### src/rtl/wmsc_pkg.sv
// ============================================================================
// wmsc_pkg
// Shared types and constants for the watch mode, stopwatch and countdown block.
// ============================================================================
package wmsc_pkg;

    typedef enum logic [1:0] {
        CMD_KEY     = 2'd0,
        CMD_SW_TICK = 2'd1,
        CMD_CD_TICK = 2'd2,
        CMD_LOAD    = 2'd3
    } cmd_t;

    typedef enum logic [2:0] {
        MODE_MAIN      = 3'd0,
        MODE_TIMER     = 3'd1,
        MODE_STOPWATCH = 3'd2,
        MODE_ANALOG    = 3'd3,
        MODE_ALARM     = 3'd4,
        MODE_RECEIVE   = 3'd5,
        MODE_SEND      = 3'd6
    } mode_t;

    localparam logic [7:0] KEY_R = 8'h52;
    localparam logic [7:0] KEY_F = 8'h46;
    localparam logic [7:0] KEY_B = 8'h42;
    localparam logic [7:0] KEY_L = 8'h4C;
    localparam logic [7:0] KEY_C = 8'h43;
    localparam logic [7:0] KEY_X = 8'h58;
    localparam logic [7:0] KEY_T = 8'h54;
    localparam logic [7:0] KEY_S = 8'h53;
    localparam logic [7:0] KEY_A = 8'h41;
    localparam logic [7:0] KEY_P = 8'h50;

    localparam logic [6:0] MAX_99 = 7'd99;
    localparam logic [5:0] MAX_59 = 6'd59;
    localparam logic [6:0] CD_59  = 7'd59;

    typedef struct packed {
        cmd_t       cmd;
        logic [7:0] key_code;
        logic [6:0] load_hours;
        logic [6:0] load_minutes;
        logic [6:0] load_seconds;
    } item_t;

    typedef struct packed {
        mode_t      mode;
        logic       sw_running;
        logic [6:0] sw_mins;
        logic [5:0] sw_secs;
        logic [6:0] sw_hundredths;
        logic       cd_running;
        logic [6:0] cd_hours;
        logic [6:0] cd_minutes;
        logic [6:0] cd_seconds;
        logic       cd_expired;
    } result_t;

    function automatic logic [6:0] sat99(input logic [6:0] v);
        sat99 = (v > MAX_99) ? MAX_99 : v;
    endfunction

endpackage

### src/rtl/wmsc_core.sv
// ============================================================================
// wmsc_core
// Mode, stopwatch and countdown state with the update for one event.
// ============================================================================
module wmsc_core
(
    input  logic              clk,
    input  logic              rst_n,
    input  logic              en,
    input  wmsc_pkg::item_t   item,
    output wmsc_pkg::result_t res
);

    wmsc_pkg::mode_t mode_reg, mode_next;
    logic       sw_run_reg, sw_run_next;
    logic [6:0] sw_min_reg, sw_min_next;
    logic [5:0] sw_sec_reg, sw_sec_next;
    logic [6:0] sw_hun_reg, sw_hun_next;
    logic       cd_run_reg, cd_run_next;
    logic [6:0] cd_hr_reg, cd_hr_next;
    logic [6:0] cd_min_reg, cd_min_next;
    logic [6:0] cd_sec_reg, cd_sec_next;
    logic       expired;
    logic       cd_zero;

    assign cd_zero = (cd_hr_reg == 7'd0) && (cd_min_reg == 7'd0) && (cd_sec_reg == 7'd0);

    always_comb
    begin
        mode_next   = mode_reg;
        sw_run_next = sw_run_reg;
        sw_min_next = sw_min_reg;
        sw_sec_next = sw_sec_reg;
        sw_hun_next = sw_hun_reg;
        cd_run_next = cd_run_reg;
        cd_hr_next  = cd_hr_reg;
        cd_min_next = cd_min_reg;
        cd_sec_next = cd_sec_reg;
        expired     = 1'b0;
        case (item.cmd)
            wmsc_pkg::CMD_KEY:
            begin
                case (item.key_code)
                    wmsc_pkg::KEY_R: mode_next = wmsc_pkg::MODE_MAIN;
                    wmsc_pkg::KEY_F: mode_next = wmsc_pkg::MODE_TIMER;
                    wmsc_pkg::KEY_B: mode_next = wmsc_pkg::MODE_STOPWATCH;
                    wmsc_pkg::KEY_L: mode_next = wmsc_pkg::MODE_ANALOG;
                    wmsc_pkg::KEY_C: mode_next = wmsc_pkg::MODE_ALARM;
                    wmsc_pkg::KEY_X: mode_next = wmsc_pkg::MODE_RECEIVE;
                    wmsc_pkg::KEY_T: mode_next = wmsc_pkg::MODE_SEND;
                    wmsc_pkg::KEY_S:
                    begin
                        if (mode_reg == wmsc_pkg::MODE_STOPWATCH)
                        begin
                            sw_run_next = 1'b0;
                            sw_min_next = 7'd0;
                            sw_sec_next = 6'd0;
                            sw_hun_next = 7'd0;
                        end
                        else if (mode_reg == wmsc_pkg::MODE_TIMER)
                        begin
                            cd_run_next = 1'b0;
                            cd_hr_next  = 7'd0;
                            cd_min_next = 7'd0;
                            cd_sec_next = 7'd0;
                        end
                    end
                    wmsc_pkg::KEY_A:
                    begin
                        if (mode_reg == wmsc_pkg::MODE_STOPWATCH)
                            sw_run_next = 1'b1;
                        else if (mode_reg == wmsc_pkg::MODE_TIMER)
                            cd_run_next = !cd_zero;
                    end
                    wmsc_pkg::KEY_P:
                    begin
                        if (mode_reg == wmsc_pkg::MODE_STOPWATCH)
                            sw_run_next = 1'b0;
                        else if (mode_reg == wmsc_pkg::MODE_TIMER)
                            cd_run_next = 1'b0;
                    end
                    default:
                    begin
                    end
                endcase
            end
            wmsc_pkg::CMD_SW_TICK:
            begin
                if (sw_run_reg)
                begin
                    if (sw_hun_reg >= wmsc_pkg::MAX_99)
                    begin
                        sw_hun_next = 7'd0;
                        if (sw_sec_reg >= wmsc_pkg::MAX_59)
                        begin
                            sw_sec_next = 6'd0;
                            sw_min_next = (sw_min_reg >= wmsc_pkg::MAX_99) ? 7'd0
                                                                           : sw_min_reg + 7'd1;
                        end
                        else
                            sw_sec_next = sw_sec_reg + 6'd1;
                    end
                    else
                        sw_hun_next = sw_hun_reg + 7'd1;
                end
            end
            wmsc_pkg::CMD_CD_TICK:
            begin
                if (cd_run_reg)
                begin
                    if (cd_sec_reg != 7'd0)
                        cd_sec_next = cd_sec_reg - 7'd1;
                    else if (cd_min_reg != 7'd0)
                    begin
                        cd_min_next = cd_min_reg - 7'd1;
                        cd_sec_next = wmsc_pkg::CD_59;
                    end
                    else if (cd_hr_reg != 7'd0)
                    begin
                        cd_hr_next  = cd_hr_reg - 7'd1;
                        cd_min_next = wmsc_pkg::CD_59;
                        cd_sec_next = wmsc_pkg::CD_59;
                    end
                    else
                    begin
                        cd_run_next = 1'b0;
                        expired     = 1'b1;
                    end
                end
            end
            wmsc_pkg::CMD_LOAD:
            begin
                cd_hr_next  = wmsc_pkg::sat99(item.load_hours);
                cd_min_next = wmsc_pkg::sat99(item.load_minutes);
                cd_sec_next = wmsc_pkg::sat99(item.load_seconds);
                cd_run_next = 1'b0;
            end
            default:
            begin
            end
        endcase
    end

    always_ff @(posedge clk or negedge rst_n)
    begin
        if (!rst_n)
        begin
            mode_reg   <= wmsc_pkg::MODE_MAIN;
            sw_run_reg <= 1'b0;
            sw_min_reg <= 7'd0;
            sw_sec_reg <= 6'd0;
            sw_hun_reg <= 7'd0;
            cd_run_reg <= 1'b0;
            cd_hr_reg  <= 7'd0;
            cd_min_reg <= 7'd0;
            cd_sec_reg <= 7'd0;
        end
        else if (en)
        begin
            mode_reg   <= mode_next;
            sw_run_reg <= sw_run_next;
            sw_min_reg <= sw_min_next;
            sw_sec_reg <= sw_sec_next;
            sw_hun_reg <= sw_hun_next;
            cd_run_reg <= cd_run_next;
            cd_hr_reg  <= cd_hr_next;
            cd_min_reg <= cd_min_next;
            cd_sec_reg <= cd_sec_next;
        end
    end

    always_comb
    begin
        res.mode          = mode_next;
        res.sw_running    = sw_run_next;
        res.sw_mins       = sw_min_next;
        res.sw_secs       = sw_sec_next;
        res.sw_hundredths = sw_hun_next;
        res.cd_running    = cd_run_next;
        res.cd_hours      = cd_hr_next;
        res.cd_minutes    = cd_min_next;
        res.cd_seconds    = cd_sec_next;
        res.cd_expired    = expired;
    end

endmodule

### src/rtl/watch_mode_stopwatch_countdown_top.sv
// ============================================================================
// watch_mode_stopwatch_countdown_top
// Watch mode controller with a stopwatch and a countdown timer.
// ============================================================================
// Each input word is one event (key press, stopwatch tick, countdown tick or
// countdown load) and yields exactly one result word with the mode, both
// counters and the expiry flag as they stand after that event. Words are
// taken one per clock while the sink takes results; an accepted word lands in
// the input register and, once the result register is free or being emptied,
// is applied to the state and loaded into the result register at the same
// edge. The input register holds a word back while the result register is
// full, and the result register frees itself in the same cycle the sink
// takes its word.
module watch_mode_stopwatch_countdown_top
(
    input  logic        clk,
    input  logic        rst_n,
    input  logic        s_tvalid,
    output logic        s_tready,
    input  logic [31:0] s_tdata,  // key_code, load_hours, load_minutes, load_seconds, zero pad
    input  logic [1:0]  s_tuser,  // cmd
    output logic        m_tvalid,
    input  logic        m_tready,
    output logic [47:0] m_tdata   // mode, sw_running, sw_mins, sw_secs,
                                  // sw_hundredths, cd_running, cd_hours,
                                  // cd_minutes, cd_seconds, cd_expired, zero pad
);

    wmsc_pkg::item_t   item_reg;
    logic              in_valid_reg;
    wmsc_pkg::result_t res_next;
    wmsc_pkg::result_t res_reg;
    logic              out_valid_reg;
    logic              advance;

    assign advance  = in_valid_reg && (!out_valid_reg || m_tready);
    assign s_tready = !in_valid_reg || advance;

    always_ff @(posedge clk or negedge rst_n)
    begin
        if (!rst_n)
        begin
            in_valid_reg  <= 1'b0;
            out_valid_reg <= 1'b0;
        end
        else
        begin
            if (s_tready)
                in_valid_reg <= s_tvalid;
            if (advance)
                out_valid_reg <= 1'b1;
            else if (m_tready)
                out_valid_reg <= 1'b0;
        end
    end

    always_ff @(posedge clk)
    begin
        if (s_tvalid && s_tready)
        begin
            item_reg.cmd          <= wmsc_pkg::cmd_t'(s_tuser);
            item_reg.key_code     <= s_tdata[7:0];
            item_reg.load_hours   <= s_tdata[14:8];
            item_reg.load_minutes <= s_tdata[21:15];
            item_reg.load_seconds <= s_tdata[28:22];
        end
        if (advance)
            res_reg <= res_next;
    end

    wmsc_core u_core
    (
        .clk   (clk),
        .rst_n (rst_n),
        .en    (advance),
        .item  (item_reg),
        .res   (res_next)
    );

    assign m_tvalid = out_valid_reg;
    assign m_tdata  = {1'b0,
                       res_reg.cd_expired,
                       res_reg.cd_seconds,
                       res_reg.cd_minutes,
                       res_reg.cd_hours,
                       res_reg.cd_running,
                       res_reg.sw_hundredths,
                       res_reg.sw_secs,
                       res_reg.sw_mins,
                       res_reg.sw_running,
                       res_reg.mode};

`ifndef SYNTHESIS
    // An expired countdown has stopped and sits at zero.
    a_expired_stopped: assert property (@(posedge clk) disable iff (!rst_n)
        (m_tvalid && m_tdata[46]) |->
            (!m_tdata[24] && m_tdata[31:25] == 7'd0 && m_tdata[38:32] == 7'd0
             && m_tdata[45:39] == 7'd0))
        else $error("countdown expired while running or nonzero");

    // The stopwatch fields stay in their decimal ranges.
    a_sw_range: assert property (@(posedge clk) disable iff (!rst_n)
        m_tvalid |-> (m_tdata[16:11] < 6'd60 && m_tdata[23:17] < 7'd100
                      && m_tdata[10:4] < 7'd100))
        else $error("stopwatch field out of range");

    // A running countdown has time left or was already running, so it never starts at zero.
    a_cd_running_nonzero: assert property (@(posedge clk) disable iff (!rst_n)
        (m_tvalid && m_tdata[24]) |->
            (m_tdata[31:25] != 7'd0 || m_tdata[38:32] != 7'd0 || m_tdata[45:39] != 7'd0
             || $past(m_tdata[24])))
        else $error("countdown started at zero");
`endif

endmodule

### config.mk
export PLATFORM = sky130hd
export DESIGN_NAME = watch_mode_stopwatch_countdown_top
export DESIGN_NICKNAME = d
export VERILOG_FILES = /design/src/rtl/wmsc_pkg.sv /design/src/rtl/wmsc_core.sv /design/src/rtl/watch_mode_stopwatch_countdown_top.sv
export SDC_FILE = /design/constraint.sdc
export NUM_CORES = 1
export LEC_CHECK = 0
export BUFFER_PORTS_ARGS = -buffer_cell sky130_fd_sc_hd__buf_2
export CAP_MARGIN = 20
export CORE_ASPECT_RATIO = 1.2
export CORE_MARGIN = 2
export CORE_UTILIZATION = 63
export DETAILED_ROUTE_END_ITERATION = 8
export PLACE_DENSITY = 0.93
export SYNTH_ARGS = -nofsm -noshare
export SYNTH_HDL_FRONTEND = slang
export SYNTH_HIERARCHICAL = 1
export SYNTH_SLANG_ARGS = --single-unit
### constraint.sdc
create_clock -name clk -period 7.72 [get_ports clk]
set_input_delay 0 -clock clk [delete_from_list [all_inputs] [get_ports clk]]
set_output_delay 0 -clock clk [all_outputs]
set_load 0.005 [all_outputs]
==> results of run 1 <==
-- Yosys cell counts, drive strengths merged (5+ instances only) --
library cell | count | area (um^2)
edfxtp | 78 | 2340
ha | 8 | 100
a21o | 10 | 75.1
buf | 11 | 76.3
mux2 | 7 | 78.8
clkbuf | 34 | 128
a211oi | 11 | 87.6
nor3 | 24 | 125
nor4 | 12 | 103
nor2 | 55 | 206
o2bb2ai | 5 | 43.8
nand3 | 20 | 105
a31oi | 17 | 106
nand4 | 10 | 62.6
a22o | 11 | 96.3
or3 | 10 | 62.6
o21ai | 57 | 285
a221oi | 5 | 43.8
mux2i | 7 | 70.1
nand2 | 57 | 214
dfrtp | 48 | 1200
a21oi | 41 | 205
nand2b | 12 | 75.1
inv | 22 | 82.6
o31ai | 5 | 37.5
and2 | 6 | 40.0
-- where the power goes --
group / switching (mW) / internal (mW)
logic: 0.187 / 0.122
registers: 0.0674 / 0.794
clock network: 0.300 / 0.415
total: 0.555 / 1.33
-- placed cells by master (no fill, tap or decap), types with 4 or more instances in the layout --
| cell type | instances |
|---|---|
| clkinv_2 | 6 |
| nand4_1 | 10 |
| clkbuf_16 | 17 |
| nand2b_1 | 12 |
| mux2_2 | 6 |
| dlygate4sd3_1 | 35 |
| ha_1 | 8 |
| mux2i_1 | 7 |
| o21ai_0 | 56 |
| o221ai_1 | 4 |
| or3_1 | 10 |
| edfxtp_1 | 78 |
| a21oi_1 | 41 |
| inv_1 | 22 |
| dfrtp_1 | 48 |
| buf_2 | 83 |
| a31oi_1 | 17 |
| a22o_1 | 11 |
| o2bb2ai_1 | 5 |
| o211ai_1 | 4 |
| buf_4 | 7 |
| nor2_1 | 55 |
| o31ai_1 | 5 |
| nor3_1 | 23 |
| nor4_1 | 9 |
| a21o_1 | 10 |
| nand3_1 | 19 |
| a221oi_1 | 5 |
| a211oi_1 | 10 |
| a41oi_1 | 4 |
| nand2_1 | 57 |
-- layout make-up --
cell class	instances	area (um^2)	area share, %
clock inverter	11	70.1	0.867
multi-input combinational	473	2960	36.6
sequential	126	3540	43.8
tap	129	161	2.00
inverter	22	82.6	1.02
clock buffer	21	450	5.57
timing repair buffer	125	818	10.1
-- metrics by stage --
stage                     util (%)  cell area [um^2]  total power [mW]  setup slack (ns)
after detailed placement      68.6              7210              1.14              4.79
after CTS                     76.8              8080              1.86              4.73
after floorplan                  -              6780              1.04              4.70
after global routing          76.8              8080              1.96              4.51
final                         76.8              8080              1.89              4.55
after global placement        68.6              7210              1.13              4.81
-- layer usage --
metal,global-route usage (%),wire length (um)
met4,19.9,1030
met2,53.8,9320
met5,0,0
met1,40.2,6810
met3,9.50,1790
-- worst max-delay path: stages, from the launching register on --
cell	delay (ns)
dfrtp_1	0.43
inv_1	0.17
ha_1	0.21
or4b_4	0.49
nor2_1	0.68
a31oi_1	0.46
a211oi_1	0.37
a211oi_1	0.08
-- kinds of logic after synthesis --
family / after synthesis / share of synthesized area (%)
AND/OR/NAND/NOR: 235 / 18.2
AO/OA/AOI/OAI: 211 / 21.1
flip-flops: 126 / 52.2
buffers and inverters: 67 / 4.22
multiplexers: 14 / 2.19
adder cells (fa/ha/maj): 8 / 1.48
XOR/XNOR: 4 / 0.517
other: 1 / 0.0553
-- final timing paths --
kind,start,endpoint,slack (ns),cells after the start
setup / recovery,u_core/cd_min_reg[0],m_tdata[42],4.55,7
hold / removal,rst_n,u_core/cd_min_reg[3],0.25,3
setup reg to reg,u_core/cd_min_reg[0],m_tdata[42],4.55,7
hold reg to reg,u_core/sw_min_reg[6],u_core/sw_min_reg[6],0.52,1
max in group asynchronous,rst_n,u_core/sw_run_reg,7.00,3
min in group clk,s_tdata[1],item_reg[22],0.28,2
==> impl_metrics.yaml, run 1 <==
outcome:
  outcome: "finished, final reports clean"
global_route:
  grt_pass1_wl_um: 30700
  first_global_vias: 6107
  grt_max_degree: 72
  antenna_found_initial: 0
  overflow: 0
  grt_use_total_pct: 33.6
floorplan:
  ios: 88
  dieArea_mm2: 0.0116
  std_cell_rows: 41
  die_height_um: 118
  dieWidth_um: 98.7
  core_mm2: 0.0105
  initial_core_util_pct: 64.5
layout:
  layout-drive-gt1-share_pct: 18.6
  nFillCells: 650
  largest_reg_flops: 47
  layoutNonFillerInstCount: 907
  synthToLayoutAreaGrowth_pct: 19.1
  nNetsFinal: 811
  antenna_cells: 0
detailed_routing:
  wire_per_inst_um: 20.9
  via_per_inst: 6.91
  firstDrtPassIters: 7
  drcViolationCount: 0
  antenna_left: 0
  vias: 6265
  drt_iter0_markers: 777
  routed_wirelength_um: 18900
synthesis:
  synth_seq_area_share_pct: 52.2
  synthArstFlopShare_pct: 38.1
  synthFlopType: "edfxtp_1"
  syn-cell-area_mm2: 0.00678
  syn-instance-count: 666
  synth_edf_count: 78
  syn_avg_cell_area_um2: 10.2
  synth_cell_types: 79
  ys_warn_count: 6
  ys_ff_latch: 126
  synthesis.nets: 712
worst_setup_path:
  crit_type: "reg -> reg"
  endpoint_kind: "flop"
  cp_max_fo: 11
  arrival_ns: 3.33
  cp-start-kind: "flop"
  required_ns: 7.88
clock_network:
  cts_buffers: 17
  clock_sinks: 126
  insertion_delay_ns: 0.42
  tritoncts: "done"
  cts_max_path_buffers: 2
  post_cts_buffers: 0
  root_buffer: "clkbuf_16"
  holdBufCountCts: 35
  htree_levels: 4
  path_clk_slew_ns: 0.06
  post_cts_resized: 0
hold_path:
  hp-class: "in -> async"
placed_design:
  io_buffers: 83
  hpwl_um: 11200
  place.gp.congestion: 0.952
  dp_cells: 840
power:
  leakage_nw: 3.21
  peakVddDrop_mv: 0.195
  p_per_area_mw_per_mm2: 233
sta:
  worst_slew_pin_slew_ns: 0.999
  hold_viol: 0
  fmax_mhz: 315
  fin_crit_sh_pct: 41.1
  rsz0062_at_grt: "false"
  hold_ws_ns: 0.246
  setup_tns_ns: 0
  skew_ns: 0.00893
  drv_slew: 0
  fin_crit_ns: 3.17
  relSlewSlack_pct: 33.3
  final-setup-viol-count: 0
job:
  maxCapViolCount: 0
Note: power is estimated with default switching activity, not from simulation.
==> run 2, diff against run 1 <==
--- a/config.mk
+++ b/config.mk
@@ -9,9 +9,9 @@
 export CAP_MARGIN = 20
 export CORE_ASPECT_RATIO = 1.2
 export CORE_MARGIN = 2
-export CORE_UTILIZATION = 63
+export CORE_UTILIZATION = 58
 export DETAILED_ROUTE_END_ITERATION = 8
-export PLACE_DENSITY = 0.93
+export PLACE_DENSITY = 0.87
 export SYNTH_ARGS = -nofsm -noshare
 export SYNTH_HDL_FRONTEND = slang
 export SYNTH_HIERARCHICAL = 1
==> constraint.sdc (replaced) <==
create_clock -name clk -period 3 [get_ports clk]
set_input_delay 0 -clock clk [delete_from_list [all_inputs] [get_ports clk]]
set_output_delay 0 -clock clk [all_outputs]
set_load 0.005 [all_outputs]
==> impl_metrics.yaml, run 2 (same netlist as run 1, synthesis figures left out) <==
sta:
  drv_slew: 0
  relSlewSlack_pct: 38.1
  fin_crit_sh_pct: 92.1
  fin_ws_ns: 0.236
  worst_slew_pin_slew_ns: 0.925
  setup_tns_ns: 0
  final-setup-viol-count: 0
  rsz0062_at_grt: "false"
  skew_ns: 0.0121
  hold_viol: 0
  fmax_mhz: 362
  fin_crit_ns: 2.76
power:
  leakage_nw: 3.33
  p_per_area_mw_per_mm2: 613
  peakVddDrop_mv: 0.434
  clkPwrFrac_pct: 40.8
  switching_share_pct: 27.7
  pwr-share-comb_pct: 15.8
  p_switching_mw: 1.42
  intPower_mw: 3.69
  sequentialPowerShare_pct: 43.3
global_route:
  overflow: 0
  grt_use_total_pct: 31.3
  grt_max_degree: 82
  first_global_vias: 6045
  grt_pass1_wl_um: 29700
  antenna_found_initial: 0
detailed_routing:
  wire_per_inst_um: 19.9
  via_per_inst: 6.52
  vias: 6185
  routed_wirelength_um: 18900
  drcViolationCount: 0
  antenna_left: 0
  drt_iter0_markers: 815
  firstDrtPassIters: 5
floorplan:
  core_mm2: 0.0115
  std_cell_rows: 43
  ios: 88
  dieArea_mm2: 0.0126
  die_height_um: 122
  dieWidth_um: 103
  initial_core_util_pct: 59.2
layout:
  multi_input_area_mm2: 0.00296
  most-common-layout-cells: "buf_2 (83), edfxtp_1 (78), nand2_1 (57)"
  largest_reg_flops: 47
  final_common_cell: "buf_2"
  antenna_cells: 0
  nNetsFinal: 825
  register_area_mm2: 0.00354
  synthToLayoutAreaGrowth_pct: 22.7
  layout-drive-gt1-share_pct: 20.5
  nFillCells: 788
worst_setup_path:
  required_ns: 3.12
  cp-start-kind: "flop"
  endpoint_kind: "flop"
  path_cells: "or3_1 -> nor4_1 -> nor2_1 -> a21oi_1 -> o21ai_0"
  crit_type: "reg -> reg"
  arrival_ns: 2.89
  max_stage_delay_ns: 0.63
  cp_max_fo: 11
  slowest_stage: "nor4_1"
job:
  maxCapViolCount: 0
outcome:
  outcome: "finished, final reports clean"
clock_network:
  cts_max_path_buffers: 2
  cts_buffers: 17
  tritoncts: "done"
  root_buffer: "clkbuf_16"
  path_clk_slew_ns: 0.06
  post_cts_resized: 0
  clock_sinks: 126
  insertion_delay_ns: 0.41
  htree_levels: 4
placed_design:
  hpwl_um: 12100
  place.gp.congestion: 0.943
  io_buffers: 83
  pre_cts_slack_ns: 0.363
hold_path:
  hp-class: "in -> async"
run 2: cell types whose count changed in the layout (fill, tap and decap cells not counted), sizes merged:
cell	before	now
buf	90	104
bufinv	0	2
clkinv	7	5
clkinvlp	3	1
inv	23	25
run 2: through the flow:
step	instance area [um^2]	total power [mW]	std cells	utilization, %	hold slack [ns]
4_1_cts	8320	5.10	949	72.6	0.250
5_1_grt	8320	5.30	949	72.6	0.288
3_3_place_gp	7360	2.94	882	64.3	0.156
2_1_floorplan	6790	2.69	666	-	-0.296
6_report	8320	5.11	949	72.6	0.230
3_5_place_dp	7360	2.97	882	64.3	0.149
run 2: final cells by class:
type / instances / share of cell area [%]
timing repair buffer: 139 / 11.2
inverter: 22 / 0.992
tap: 157 / 2.36
clock inverter: 11 / 1.56
clock buffer: 21 / 5.77
sequential: 126 / 42.6
multi-input combinational: 473 / 35.5
run 2: critical path: cells and delay by family (launching register included):
kind            cells  cell delay, ns
flops               1            0.51
compound gates      2            0.44
simple gates        3            1.52
run 2: final timing paths:
kind,slack [ns],endpoint,depth (start not counted),start
worst max-delay path,0.24,m_tdata[9],5,item_reg[24]
min in group clk,0.29,item_reg[18],2,s_tdata[12]
max in group asynchronous,2.01,u_core/sw_run_reg,3,rst_n
worst max register to register,0.24,m_tdata[9],5,item_reg[24]
worst min-delay path,0.23,u_core/cd_sec_reg[1],2,rst_n
worst min register to register,0.56,u_core/sw_sec_reg[5],1,u_core/sw_sec_reg[5]
run 2: timing repair:
action	4_1_cts	5_1_grt
setup buffers	0	0
hold buffers	35	0
endpoints found under the setup margin	0	0
hold endpoints to repair	66	0
run 2: power groups by stage:
stage | Sequential [mW] | Combinational, mW | Clock [mW]
global placement | 2.22 | 0.720 | 0
CTS | 2.20 | 0.789 | 2.10
floorplan | 2.18 | 0.501 | 0
detailed placement | 2.23 | 0.740 | 0
global route | 2.23 | 0.883 | 2.18
finish | 2.21 | 0.808 | 2.08
run 2: routing by layer:
metal  part of all wire (%)  up-vias  GRT usage (%)
met5                      0        -              0
met4                    4.0        0           17.8
met3                    7.7       75           6.04
met2                     51      374           52.3
met1                     37     2952           37.5
li1                       -     2784              -
==> run 3, diff against run 2 <==
--- a/config.mk
+++ b/config.mk
@@ -12,6 +12,7 @@
 export CORE_UTILIZATION = 58
 export DETAILED_ROUTE_END_ITERATION = 8
 export PLACE_DENSITY = 0.87
+export RECOVER_POWER = 25
 export SYNTH_ARGS = -nofsm -noshare
 export SYNTH_HDL_FRONTEND = slang
 export SYNTH_HIERARCHICAL = 1
==> impl_metrics.yaml, run 3 (same netlist as run 1, synthesis figures left out) <==
placed_design:
  place.gp.congestion: 0.943
  hpwl_um: 12100
  io_buffers: 83
  dp_cells: 882
detailed_routing:
  wl_met2_um: 9700
  vias: 6202
  wire_per_inst_um: 19.9
  met1_length_um: 7050
  drcViolationCount: 0
  antenna_left: 0
  highest_layer: "met4"
  wl_met3_um: 1350
  via_per_inst: 6.54
  drt_iter0_markers: 758
  firstDrtPassIters: 5
  routed_wirelength_um: 18900
sta:
  hold_viol: 0
  fmax_mhz: 367
  fin_crit_ns: 2.72
  rsz0062_at_grt: "false"
  setup_tns_ns: 0
  worst_slew_pin_slew_ns: 2.02
  final-setup-viol-count: 0
  fin_crit_sh_pct: 90.8
  skew_ns: 0.0112
  relSlewSlack_pct: -34.7
  drv_slew: 35
hold_path:
  hp-class: "in -> reg"
power:
  switching_share_pct: 27.8
  peakVddDrop_mv: 0.437
  p_per_area_mw_per_mm2: 615
  p_switching_mw: 1.42
  clkPwrFrac_pct: 40.9
  finalPower_mw: 5.10
  sequentialPowerShare_pct: 43.3
  leakage_nw: 3.27
  pwr-share-comb_pct: 15.8
  intPower_mw: 3.68
clock_network:
  cts_max_path_buffers: 2
  clock_sinks: 126
  path_clk_slew_ns: 0.06
  insertion_delay_ns: 0.41
  cts_buffers: 17
  tritoncts: "done"
  htree_levels: 4
  post_cts_buffers: 0
  root_buffer: "clkbuf_16"
outcome:
  violations: "capacitance limit, slew limit"
  outcome: "finished, violations left"
global_route:
  grt_use_total_pct: 31.3
  grt_pass1_wl_um: 29700
  first_global_vias: 6045
  overflow: 0
  antenna_found_initial: 0
  grt_max_degree: 82
job:
  maxCapViolCount: 1
floorplan:
  std_cell_rows: 43
  ios: 88
  initial_core_util_pct: 59.2
  dieArea_mm2: 0.0126
  core_mm2: 0.0115
  dieWidth_um: 103
  die_height_um: 122
layout:
  largest_reg_flops: 47
  layoutNonFillerInstCount: 949
  layout-drive-gt1-share_pct: 18.2
  final_common_cell: "edfxtp_1"
  nNetsFinal: 825
  antenna_cells: 0
  most-common-layout-cells: "edfxtp_1 (78), buf_2 (65), nand2_1 (57)"
  synthToLayoutAreaGrowth_pct: 22.4
  nFillCells: 796
worst_setup_path:
  endpoint_kind: "flop"
  cp-start-kind: "flop"
  arrival_ns: 2.93
  required_ns: 3.20
  crit_type: "reg -> reg"
  cp_max_fo: 10
## run 3: cell count changes in the layout (fill, tap and decap cells not counted)
cell | previous run | this run
clkbuf_1 | 0 | 18
buf_2 | 83 | 65
## run 3: area by class of cell
type | instances | area, um^2 | share of cell area [%]
flip-flops and latches | 126 | 3540 | 42.7
multi-input cells | 473 | 2960 | 35.6
repair buffers | 139 | 913 | 11.0
clock buffers | 21 | 480 | 5.79
well taps | 157 | 196 | 2.37
clock inverters | 11 | 130 | 1.57
inverters | 22 | 82.6 | 0.995
## run 3: timing repair
action	4_1_cts	5_1_grt
gates resized for setup	0	0
hold buffers	35	0
endpoints found under the hold margin	66	0
endpoints found under the setup margin	0	0
## run 3: worst paths after layout
| check | from | to | slack, ns | cells after the start |
|---|---|---|---|---|
| max | u_core/sw_hun_reg[0] | m_tdata[9] | 0.28 | 6 |
| min | s_tdata[12] | item_reg[18] | 0.29 | 2 |
| max reg2reg | u_core/sw_hun_reg[0] | m_tdata[9] | 0.28 | 6 |
| min reg2reg | u_core/sw_min_reg[6] | u_core/sw_min_reg[6] | 0.55 | 1 |
| max in group asynchronous | rst_n | u_core/sw_sec_reg[3] | 1.13 | 2 |
| min in group asynchronous | rst_n | u_core/cd_sec_reg[1] | 0.70 | 2 |
## run 3: routing by layer
layer	vias up	track usage, %
met5	-	0
met4	0	17.8
met3	85	6.04
met2	378	52.3
met1	2953	37.5
li1	2786	-
## run 3: power groups by stage
| stage | clock (mW) | sequential (mW) | combinational [mW] |
|---|---|---|---|
| 2_1_floorplan | 0 | 2.18 | 0.501 |
| 3_3_place_gp | 0 | 2.22 | 0.720 |
| 3_5_place_dp | 0 | 2.23 | 0.740 |
| 4_1_cts | 2.10 | 2.20 | 0.789 |
| 5_1_grt | 2.18 | 2.23 | 0.878 |
| 6_report | 2.09 | 2.21 | 0.806 |
## run 3: stage by stage
stage | utilization, % | hold slack, ns | setup slack [ns] | area [um^2]
after floorplan | - | -0.296 | 0.475 | 6790
after global placement | 64.3 | 0.156 | 0.408 | 7360
after detailed placement | 64.3 | 0.149 | 0.363 | 7360
after CTS | 72.6 | 0.250 | 0.336 | 8320
after global routing | 72.4 | 0.288 | 0.175 | 8300
final | 72.4 | 0.294 | 0.275 | 8300
## run 3: critical path, stage by stage, from the launching register on
cell      delay (ns)
dfrtp_1         0.44
ha_1            0.28
nor4_2          0.48
a211oi_2        0.26
a21oi_1         0.54
a21oi_1         0.18
o21ai_0         0.33
